==> config.mk <==
export PLATFORM = sky130hd
export DESIGN_NAME = telemetry_poll_responder
export DESIGN_NICKNAME = d
export VERILOG_FILES = /design/src/sv/tpr_pkg.sv /design/src/sv/tpr_front.sv /design/src/sv/tpr_fifo.sv /design/src/sv/tpr_back.sv /design/src/sv/telemetry_poll_responder.sv
export SDC_FILE = /design/constraint.sdc
export NUM_CORES = 1
export LEC_CHECK = 0
export BUFFER_PORTS_ARGS = -buffer_cell sky130_fd_sc_hd__buf_4
export CAP_MARGIN = 20
export CORE_MARGIN = 2
export CORE_UTILIZATION = 60
export DETAILED_ROUTE_END_ITERATION = 10
export HOLD_SLACK_MARGIN = 0.08
export PLACE_DENSITY = 0.82
export REMOVE_ABC_BUFFERS = 1
export SLEW_MARGIN = 20
export SYNTH_ARGS = -nofsm -noshare
export SYNTH_HDL_FRONTEND = slang
export SYNTH_SLANG_ARGS = --single-unit
==> constraint.sdc <==
create_clock -name clk -period 8.75 [get_ports clk]
set_input_delay 0.875 -clock clk [delete_from_list [all_inputs] [get_ports clk]]
set_output_delay 0.875 -clock clk [all_outputs]
set_load 0.05 [all_outputs]
==> src/sv/tpr_pkg.sv <==
`default_nettype none

package tpr_pkg;

    localparam int unsigned BYTE_W     = 8;
    localparam int unsigned ID_W       = 16;
    localparam int unsigned VAL_W      = 32;
    localparam int unsigned POLL_W     = 112;
    localparam int unsigned CFG_IDX_W  = 3;
    localparam int unsigned CFG_DATA_W = 16;
    localparam int unsigned FIFO_DEPTH = 2;
    localparam int unsigned FIFO_PTR_W = $clog2(FIFO_DEPTH);
    localparam int unsigned FIFO_CNT_W = $clog2(FIFO_DEPTH + 1);

    localparam logic [BYTE_W-1:0] RST_HEADER_BYTE      = 8'h7E;
    localparam logic [BYTE_W-1:0] RST_FRAME_TYPE       = 8'h10;
    localparam logic [BYTE_W-1:0] RST_ALTITUDE_POLL_ID = 8'h00;
    localparam logic [BYTE_W-1:0] RST_BATTERY_POLL_ID  = 8'h22;
    localparam logic [ID_W-1:0]   RST_ALTITUDE_DATA_ID = 16'h0100;
    localparam logic [ID_W-1:0]   RST_CURRENT_DATA_ID  = 16'h0200;
    localparam logic [ID_W-1:0]   RST_VOLTAGE_DATA_ID  = 16'h0210;

    typedef enum logic [CFG_IDX_W-1:0] {
        CFG_HEADER_BYTE      = 3'd0,
        CFG_FRAME_TYPE       = 3'd1,
        CFG_ALTITUDE_POLL_ID = 3'd2,
        CFG_BATTERY_POLL_ID  = 3'd3,
        CFG_ALTITUDE_DATA_ID = 3'd4,
        CFG_CURRENT_DATA_ID  = 3'd5,
        CFG_VOLTAGE_DATA_ID  = 3'd6
    } cfg_index_t;

    // poll_header sits in the lowest bits
    typedef struct packed {
        logic signed [VAL_W-1:0]  voltage_cv;
        logic signed [VAL_W-1:0]  current_da;
        logic signed [VAL_W-1:0]  altitude_cm;
        logic        [BYTE_W-1:0] poll_id;
        logic        [BYTE_W-1:0] poll_header;
    } poll_t;

    // seven unescaped answer bytes, first line byte in the lowest bits
    typedef struct packed {
        logic [VAL_W-1:0]  value;
        logic [ID_W-1:0]   data_id;
        logic [BYTE_W-1:0] frame_type;
    } frame_t;

    typedef struct packed {
        logic full;
        logic empty;
    } fifo_status_t;

    typedef enum logic [1:0] {
        BK_IDLE,
        BK_BYTE,
        BK_ESC
    } back_state_t;

endpackage

`default_nettype wire

==> src/sv/tpr_front.sv <==
`default_nettype none

module tpr_front (
    input  wire logic                           clk,
    input  wire logic                           rst_n,
    input  wire logic                           cfg_wr_en,
    input  wire logic [tpr_pkg::CFG_IDX_W-1:0]  cfg_index,
    input  wire logic [tpr_pkg::CFG_DATA_W-1:0] cfg_data,
    input  wire logic                           s_tvalid,
    output logic                                s_tready,
    input  wire tpr_pkg::poll_t                 poll,
    input  wire tpr_pkg::fifo_status_t          fifo_stat,
    output logic                                push,
    output tpr_pkg::frame_t                     push_frame
);
    import tpr_pkg::*;

    logic [BYTE_W-1:0] header_byte_reg;
    logic [BYTE_W-1:0] frame_type_reg;
    logic [BYTE_W-1:0] altitude_poll_id_reg;
    logic [BYTE_W-1:0] battery_poll_id_reg;
    logic [ID_W-1:0]   altitude_data_id_reg;
    logic [ID_W-1:0]   current_data_id_reg;
    logic [ID_W-1:0]   voltage_data_id_reg;
    logic              battery_phase_reg;
    logic              battery_phase_next;

    logic accept;
    logic hdr_ok;
    logic is_alt;
    logic is_bat;

    assign s_tready = !fifo_stat.full;
    assign accept   = s_tvalid && s_tready;

    assign hdr_ok = (poll.poll_header == header_byte_reg);
    assign is_alt = hdr_ok && (poll.poll_id == altitude_poll_id_reg);
    // altitude wins when both ids are equal
    assign is_bat = hdr_ok && !is_alt && (poll.poll_id == battery_poll_id_reg);

    assign push = accept && (is_alt || is_bat);

    always_comb
    begin
        push_frame.frame_type = frame_type_reg;
        if (is_alt)
        begin
            push_frame.data_id = altitude_data_id_reg;
            push_frame.value   = poll.altitude_cm;
        end
        else if (!battery_phase_reg)
        begin
            push_frame.data_id = current_data_id_reg;
            push_frame.value   = poll.current_da;
        end
        else
        begin
            push_frame.data_id = voltage_data_id_reg;
            push_frame.value   = poll.voltage_cv;
        end
    end

    assign battery_phase_next = (accept && is_bat) ? !battery_phase_reg : battery_phase_reg;

    always_ff @(posedge clk or negedge rst_n)
    begin
        if (!rst_n)
        begin
            header_byte_reg      <= RST_HEADER_BYTE;
            frame_type_reg       <= RST_FRAME_TYPE;
            altitude_poll_id_reg <= RST_ALTITUDE_POLL_ID;
            battery_poll_id_reg  <= RST_BATTERY_POLL_ID;
            altitude_data_id_reg <= RST_ALTITUDE_DATA_ID;
            current_data_id_reg  <= RST_CURRENT_DATA_ID;
            voltage_data_id_reg  <= RST_VOLTAGE_DATA_ID;
            battery_phase_reg    <= 1'b0;
        end
        else
        begin
            battery_phase_reg <= battery_phase_next;
            if (cfg_wr_en)
            begin
                case (cfg_index_t'(cfg_index))
                    CFG_HEADER_BYTE:      header_byte_reg      <= cfg_data[BYTE_W-1:0];
                    CFG_FRAME_TYPE:       frame_type_reg       <= cfg_data[BYTE_W-1:0];
                    CFG_ALTITUDE_POLL_ID: altitude_poll_id_reg <= cfg_data[BYTE_W-1:0];
                    CFG_BATTERY_POLL_ID:  battery_poll_id_reg  <= cfg_data[BYTE_W-1:0];
                    CFG_ALTITUDE_DATA_ID: altitude_data_id_reg <= cfg_data[ID_W-1:0];
                    CFG_CURRENT_DATA_ID:  current_data_id_reg  <= cfg_data[ID_W-1:0];
                    CFG_VOLTAGE_DATA_ID:  voltage_data_id_reg  <= cfg_data[ID_W-1:0];
                    default: ;
                endcase
            end
        end
    end

endmodule

`default_nettype wire

==> src/sv/tpr_fifo.sv <==
`default_nettype none

module tpr_fifo (
    input  wire logic                  clk,
    input  wire logic                  rst_n,
    input  wire logic                  push,
    input  wire tpr_pkg::frame_t       push_frame,
    input  wire logic                  pop,
    output tpr_pkg::frame_t            pop_frame,
    output tpr_pkg::fifo_status_t      stat
);
    import tpr_pkg::*;

    frame_t                 entry_reg [FIFO_DEPTH];
    logic [FIFO_PTR_W-1:0]  wr_ptr_reg;
    logic [FIFO_PTR_W-1:0]  rd_ptr_reg;
    logic [FIFO_CNT_W-1:0]  count_reg;
    logic [FIFO_CNT_W-1:0]  count_next;

    assign stat.empty = (count_reg == '0);
    assign stat.full  = (count_reg == FIFO_CNT_W'(FIFO_DEPTH));
    assign pop_frame  = entry_reg[rd_ptr_reg];

    always_comb
    begin
        count_next = count_reg;
        if (push && !pop)
        begin
            count_next = count_reg + 1'b1;
        end
        else if (pop && !push)
        begin
            count_next = count_reg - 1'b1;
        end
    end

    always_ff @(posedge clk or negedge rst_n)
    begin
        if (!rst_n)
        begin
            wr_ptr_reg <= '0;
            rd_ptr_reg <= '0;
            count_reg  <= '0;
        end
        else
        begin
            count_reg <= count_next;
            if (push)
            begin
                wr_ptr_reg <= (wr_ptr_reg == FIFO_PTR_W'(FIFO_DEPTH - 1)) ? '0 : wr_ptr_reg + 1'b1;
            end
            if (pop)
            begin
                rd_ptr_reg <= (rd_ptr_reg == FIFO_PTR_W'(FIFO_DEPTH - 1)) ? '0 : rd_ptr_reg + 1'b1;
            end
        end
    end

    always_ff @(posedge clk)
    begin
        if (push)
        begin
            entry_reg[wr_ptr_reg] <= push_frame;
        end
    end

`ifndef SYNTHESIS
    a_no_overflow: assert property (@(posedge clk) disable iff (!rst_n)
        !(push && stat.full))
        else $error("request pushed into full queue");

    a_no_underflow: assert property (@(posedge clk) disable iff (!rst_n)
        !(pop && stat.empty))
        else $error("request popped from empty queue");

    a_count_bound: assert property (@(posedge clk) disable iff (!rst_n)
        count_reg <= FIFO_CNT_W'(FIFO_DEPTH))
        else $error("queue count past depth");
`endif

endmodule

`default_nettype wire

==> src/sv/tpr_back.sv <==
`default_nettype none

module tpr_back (
    input  wire logic                       clk,
    input  wire logic                       rst_n,
    input  wire tpr_pkg::fifo_status_t      fifo_stat,
    output logic                            pop,
    input  wire tpr_pkg::frame_t            pop_frame,
    output logic                            m_tvalid,
    input  wire logic                       m_tready,
    output logic [tpr_pkg::BYTE_W-1:0]      m_tdata,
    output logic                            m_tlast
);
    import tpr_pkg::*;

    localparam logic [BYTE_W-1:0] ESC_BYTE  = 8'h7D;
    localparam logic [BYTE_W-1:0] FLAG_BYTE = 8'h7E;
    localparam logic [BYTE_W-1:0] ESC_XOR   = 8'h20;
    localparam logic [BYTE_W-1:0] CHK_BASE  = 8'hFF;
    localparam logic [2:0]        LAST_IDX  = 3'd7;

    back_state_t        state_reg;
    back_state_t        state_next;
    frame_t             frame_reg;
    logic [2:0]         idx_reg;
    logic [BYTE_W-1:0]  sum_reg;
    logic [BYTE_W-1:0]  sum_next;
    logic               out_valid_reg;
    logic               out_valid_next;
    logic [BYTE_W-1:0]  out_byte_reg;
    logic               out_last_reg;

    logic [7:0][BYTE_W-1:0] line;
    logic [BYTE_W-1:0]  cur;
    logic               cur_esc;
    logic               is_last;
    logic               out_free;
    logic [BYTE_W:0]    sum_wide;
    logic [BYTE_W:0]    sum_fold;

    logic               load;
    logic               emit;
    logic               advance;
    logic [BYTE_W-1:0]  emit_byte;
    logic               emit_last;

    // check byte rides as the eighth line byte
    assign line     = {CHK_BASE - sum_reg, frame_reg};
    assign cur      = line[idx_reg];
    assign cur_esc  = (cur == ESC_BYTE) || (cur == FLAG_BYTE);
    assign is_last  = (idx_reg == LAST_IDX);
    assign out_free = !out_valid_reg || m_tready;

    // ones' complement style fold of the carry back into the low byte
    assign sum_wide = {1'b0, sum_reg} + {1'b0, cur};
    assign sum_fold = sum_wide + {{BYTE_W{1'b0}}, sum_wide[BYTE_W]};
    assign sum_next = sum_fold[BYTE_W-1:0];

    always_comb
    begin
        state_next = state_reg;
        case (state_reg)
            BK_IDLE:
            begin
                if (!fifo_stat.empty)
                begin
                    state_next = BK_BYTE;
                end
            end
            BK_BYTE:
            begin
                if (out_free)
                begin
                    if (cur_esc)
                    begin
                        state_next = BK_ESC;
                    end
                    else if (is_last)
                    begin
                        state_next = BK_IDLE;
                    end
                end
            end
            BK_ESC:
            begin
                if (out_free)
                begin
                    state_next = is_last ? BK_IDLE : BK_BYTE;
                end
            end
            default: state_next = BK_IDLE;
        endcase
    end

    always_comb
    begin
        pop       = 1'b0;
        load      = 1'b0;
        emit      = 1'b0;
        advance   = 1'b0;
        emit_byte = cur;
        emit_last = 1'b0;
        case (state_reg)
            BK_IDLE:
            begin
                if (!fifo_stat.empty)
                begin
                    pop  = 1'b1;
                    load = 1'b1;
                end
            end
            BK_BYTE:
            begin
                if (out_free)
                begin
                    emit = 1'b1;
                    if (cur_esc)
                    begin
                        emit_byte = ESC_BYTE;
                    end
                    else
                    begin
                        emit_last = is_last;
                        advance   = 1'b1;
                    end
                end
            end
            BK_ESC:
            begin
                if (out_free)
                begin
                    emit      = 1'b1;
                    emit_byte = cur ^ ESC_XOR;
                    emit_last = is_last;
                    advance   = 1'b1;
                end
            end
            default: ;
        endcase
    end

    assign out_valid_next = emit ? 1'b1 : (m_tready ? 1'b0 : out_valid_reg);

    always_ff @(posedge clk or negedge rst_n)
    begin
        if (!rst_n)
        begin
            state_reg     <= BK_IDLE;
            idx_reg       <= '0;
            out_valid_reg <= 1'b0;
        end
        else
        begin
            state_reg     <= state_next;
            out_valid_reg <= out_valid_next;
            if (load)
            begin
                idx_reg <= '0;
            end
            else if (advance)
            begin
                idx_reg <= idx_reg + 1'b1;
            end
        end
    end

    always_ff @(posedge clk)
    begin
        if (load)
        begin
            frame_reg <= pop_frame;
            sum_reg   <= '0;
        end
        else if (advance)
        begin
            sum_reg <= sum_next;
        end
        if (emit)
        begin
            out_byte_reg <= emit_byte;
            out_last_reg <= emit_last;
        end
    end

    assign m_tvalid = out_valid_reg;
    assign m_tdata  = out_byte_reg;
    assign m_tlast  = out_last_reg;

`ifndef SYNTHESIS
    a_esc_waiting: assert property (@(posedge clk) disable iff (!rst_n)
        (state_reg == BK_ESC) |-> (out_valid_reg && (out_byte_reg == ESC_BYTE)))
        else $error("escape state without escape byte in output register");

    a_no_flag_out: assert property (@(posedge clk) disable iff (!rst_n)
        !(out_valid_reg && (out_byte_reg == FLAG_BYTE)))
        else $error("unescaped flag byte on line");

    a_last_not_esc: assert property (@(posedge clk) disable iff (!rst_n)
        (out_valid_reg && out_last_reg) |-> (out_byte_reg != ESC_BYTE))
        else $error("frame ends on escape byte");
`endif

endmodule

`default_nettype wire

==> src/sv/telemetry_poll_responder.sv <==
// Channel   Dir  Handshake          Payload
// s_*       in   s_tvalid/s_tready  s_tdata: one poll request with telemetry values
// m_*       out  m_tvalid/m_tready  m_tdata: one line byte, m_tlast on check byte
// cfg_*     in   cfg_wr_en          cfg_index, cfg_data: register write
//
// A poll request is taken whenever the two-entry queue has room.
// The serializer pops a request, then sends one line byte per cycle while m_tready allows:
// 8 to 16 bytes per answered poll; ignored polls are not queued.
// The output register lets the serializer stall on m_tready without losing bytes.
// Reset (rst_n, async, active low) restores the register defaults and battery phase 0.
`default_nettype none

module telemetry_poll_responder (
    input  wire logic                           clk,
    input  wire logic                           rst_n,
    input  wire logic                           cfg_wr_en,
    input  wire logic [tpr_pkg::CFG_IDX_W-1:0]  cfg_index,
    input  wire logic [tpr_pkg::CFG_DATA_W-1:0] cfg_data,
    input  wire logic                           s_tvalid,
    output logic                                s_tready,
    // poll_header[7:0], poll_id[15:8], altitude_cm[47:16], current_da[79:48],
    // voltage_cv[111:80]
    input  wire logic [tpr_pkg::POLL_W-1:0]     s_tdata,
    output logic                                m_tvalid,
    input  wire logic                           m_tready,
    // tx_byte[7:0]
    output logic [tpr_pkg::BYTE_W-1:0]          m_tdata,
    output logic                                m_tlast
);
    import tpr_pkg::*;

    poll_t        poll;
    fifo_status_t fifo_stat;
    logic         push;
    frame_t       push_frame;
    logic         pop;
    frame_t       pop_frame;

    assign poll = poll_t'(s_tdata);

    tpr_front u_front (
        .clk        (clk),
        .rst_n      (rst_n),
        .cfg_wr_en  (cfg_wr_en),
        .cfg_index  (cfg_index),
        .cfg_data   (cfg_data),
        .s_tvalid   (s_tvalid),
        .s_tready   (s_tready),
        .poll       (poll),
        .fifo_stat  (fifo_stat),
        .push       (push),
        .push_frame (push_frame)
    );

    tpr_fifo u_fifo (
        .clk        (clk),
        .rst_n      (rst_n),
        .push       (push),
        .push_frame (push_frame),
        .pop        (pop),
        .pop_frame  (pop_frame),
        .stat       (fifo_stat)
    );

    tpr_back u_back (
        .clk        (clk),
        .rst_n      (rst_n),
        .fifo_stat  (fifo_stat),
        .pop        (pop),
        .pop_frame  (pop_frame),
        .m_tvalid   (m_tvalid),
        .m_tready   (m_tready),
        .m_tdata    (m_tdata),
        .m_tlast    (m_tlast)
    );

endmodule

`default_nettype wire
==> run summary <==
outcome -> completed
Synth area leaders -> edfxtp_1 43%, dfrtp_1 16%, mux2_2 13%, mux2i_1 4.0%, dfstp_2 2.8%
Fin Hold WS -> 329 ps
TritonCTS clock tree -> done
Avg WL per Cell -> 19.2 um
antenna violations before repair -> 0
Final Hold Fails -> 0
P_leak -> 5.43 nW
setup TNS -> 0 ps
Seq pwr share -> 44.3%
post_cts resized -> 0
vias -> 7075
vias in the first global route -> 7263
pwr dens -> 298 mW/mm2
H-tree levels -> 1
share of layout cells above drive strength 1 -> 37.8%
Die W -> 147 um
FP Rows -> 52
WS Path Type -> flip-flop to flip-flop
max incr delay on CP -> 980 ps
synthesis-to-layout area growth -> 19.0%
Synth area leader -> edfxtp_1
global-route congestion overflow total -> 0
Worst Skew -> 16.2 ps
Inserted Diodes -> 0
startpoint types -> flip-flop
Worst VDD drop -> 203 uV
Worst Path Max Fanout -> 19
crit path cell chain -> mux4_2 -> mux2i_4 -> inv_1 -> ha_1 -> inv_1 -> fa_1 -> nor2b_1 -> o2111ai_1 -> nand3_1 -> a21o_1 -> a21o_1 -> ha_1 -> ha_1 -> nand2_1 -> nor2_1 -> and3_1 -> xnor2_1 -> a211oi_1
max-slew violation count -> 0
Synth top area share -> 43.3%
Starting Density -> 60.8%
Core Area -> 0.0202 mm2
Max-Slew Margin vs Limit -> 29.8%
Post-CTS Setup Inserts -> 0
max FFs per register -> 112
Post-route DRC -> 0
Reg clk slew, reported paths -> 60 ps
Post-synth EDFFs -> 177
first-pass GRT wire length -> 38.4 mm
vias per inst -> 5.65
Final HPWL DP -> 15.7 mm
Post-Syn Area -> 0.0123 mm2
Tmin final -> 4430 ps
io pins -> 147
Final Net Count -> 1118
Comb pwr share -> 27.9%
drt total wl -> 24.0 mm
clock buffer depth -> 3
mean area per synthesized cell -> 15.1 um2
ys async rst share -> 33.0%
#FFs+latches synth -> 276
RSZ-0062 raised after global routing -> no
max-cap viol count -> 0
post-synthesis instance total -> 812
First-pass DRT Iterations -> 4
Die ar. -> 0.0216 mm2
root buf cell -> clkbuf_16
antenna-violating nets left -> 0
Pint -> 0.00304 W
Overall Global Routing Usage -> 22.6%
Clock Power Share -> 27.8%
Yosys warning count -> 0
GP Congestion -> 0.846
CP Data Required Time -> 9190 ps
Worst Max-Slew Pin Slew -> 1050 ps
IO buf count -> 146
Clk Latency, worst-skew pair -> 540 ps
Post-CTS Hold Buffers -> 0
min-delay worst type -> primary input to asynchronous set/reset pin
CP most frequent cell -> ha_1
Clock Sinks -> 276
CP arrival -> 4860 ps
switching share of total power -> 30.0%
fmax -> 226 MHz
Distinct cells, synth -> 48
Iteration-0 DRC Markers -> 405
pin count of the biggest net entering global routing -> 98
fin crit share -> 50.6%
CP max-delay cell -> dfrtp_1
endpoint kind of the worst setup timing path -> flip-flop
Main synth FF type -> edfxtp_1
Psw -> 0.00130 W
Seq/Total Area, Yosys -> 63.3%
die height -> 147 um
TritonCTS Buffers -> 27
final setup violation count -> 0
==> logic make-up (layout without fill, tap and decap cells) <==
logic type                 Yosys count  in the layout  synth area share, %
buffers and inverters               52            223                 1.88
xor gates and xnor gates            42             42                 3.00
AOI/OAI and AO/OA                   91             91                 4.13
DFF                                276            276                 63.3
muxes                              209            209                 20.7
and+or+nand+nor                    122            122                 4.88
adders and majority gates           20             20                 2.10
==> metrics by stage <==
| stage | power (W) | worst slack (ps) | util (%) | cells | cell area [um2] |
|---|---|---|---|---|---|
| floorplan | 0.00279 | -582 | - | 778 | 12100 |
| detailed placement | 0.00315 | 4400 | 67.6 | 1202 | 13600 |
| global placement | 0.00312 | 4570 | 67.6 | 1202 | 13600 |
| CTS | 0.00436 | 4350 | 72.3 | 1252 | 14600 |
| finish | 0.00435 | 4320 | 72.4 | 1253 | 14600 |
| global route | 0.00455 | 3930 | 72.4 | 1253 | 14600 |
==> synth_stat cells, types with 2 or more instances <==
cell      count
mux4_1       12
nor2_1       15
a21oi_1      17
clkbuf_1     26
inv_1        18
dfstp_2      13
a211oi_1      9
nor3_1        8
ha_1         19
edfxtp_1    177
mux2i_4       2
xnor2_1      21
a21o_1        2
dfrtp_1      78
nand2_1      55
o21a_1        3
o21ai_0      55
nand3_1      12
mux4_2        4
buf_2         3
nand4_1       3
dfxtp_1       8
mux2_2      141
mux2i_1      49
nand4b_1      3
nor2b_1       7
nor4_1        3
buf_1         2
nor3b_1       2
nand2b_1      5
xor2_1       21
and2_1        2
buf_6         2
==> worst max-delay path: cells and delay by family (launching register included) <==
family                     cells  cell delay (ps)
DFF                            1              980
adders and majority gates      4              860
buffers and inverters          2              160
and+or+nand+nor                5              550
xor gates and xnor gates       1              120
AOI/OAI and AO/OA              4              780
muxes                          2              890
==> power by group through the flow <==
stage,sequential (W),combinational [W],clock [W]
after floorplan,0.00199,0.000810,0
after global placement,0.00194,0.00119,0
after detailed placement,0.00195,0.00120,0
after CTS,0.00193,0.00122,0.00122
after global routing,0.00195,0.00133,0.00127
final,0.00193,0.00121,0.00121
==> path summary, 6_finish.rpt <==
check / startpoint / to / slack (ps) / cells past startpoint
max in group asynchronous: rst_n / u_fifo.rd_ptr_reg / 7360 / 2
worst min register to register: u_front.frame_type_reg[2] / u_fifo.entry_reg[0][2] / 470 / 0
worst max register to register: u_back.idx_reg[0] / u_back.sum_reg[6] / 4320 / 18
min in group clk: u_front.frame_type_reg[2] / u_fifo.entry_reg[0][2] / 470 / 0
worst max-delay path: u_back.idx_reg[0] / u_back.sum_reg[6] / 4320 / 18
worst min-delay path: rst_n / u_front.battery_poll_id_reg[0] / 330 / 1
==> metal layers <==
metal / routed length (um) / vias to the layer above / global-route usage, %
li1: - / 3340 / -
met1: 10400 / 3533 / 30.9
met2: 12300 / 156 / 38.7
met3: 812 / 46 / 3.29
met4: 538 / 0 / 5.82
met5: 0 / - / 0
==> cells in the final DEF, fill, tap and decap left out, types with 6 or more instances in the layout <==
master | Yosys | final
a21oi_1 | 17 | 16
clkbuf_16 | 0 | 27
nand3_1 | 12 | 12
mux2_2 | 141 | 141
xnor2_1 | 21 | 21
clkbuf_1 | 26 | 6
buf_4 | 0 | 154
o21ai_0 | 55 | 55
edfxtp_1 | 177 | 177
mux2i_1 | 49 | 49
ha_1 | 19 | 19
dfrtp_1 | 78 | 76
nor2b_1 | 7 | 6
mux4_1 | 12 | 12
nand2_1 | 55 | 55
xor2_1 | 21 | 21
inv_1 | 18 | 18
dfstp_2 | 13 | 13
dfxtp_1 | 8 | 8
a211oi_1 | 9 | 9
nor2_1 | 15 | 15
==> final cells by class <==
type	instances	area, um2
tap	270	338
multi-input combinational	484	4320
inverter	18	67.6
clock buffer	35	726
sequential	276	7770
clock inverter	15	208
fill	1348	5570
timing repair buffer	155	1170
(Power assumes the default switching activity.)
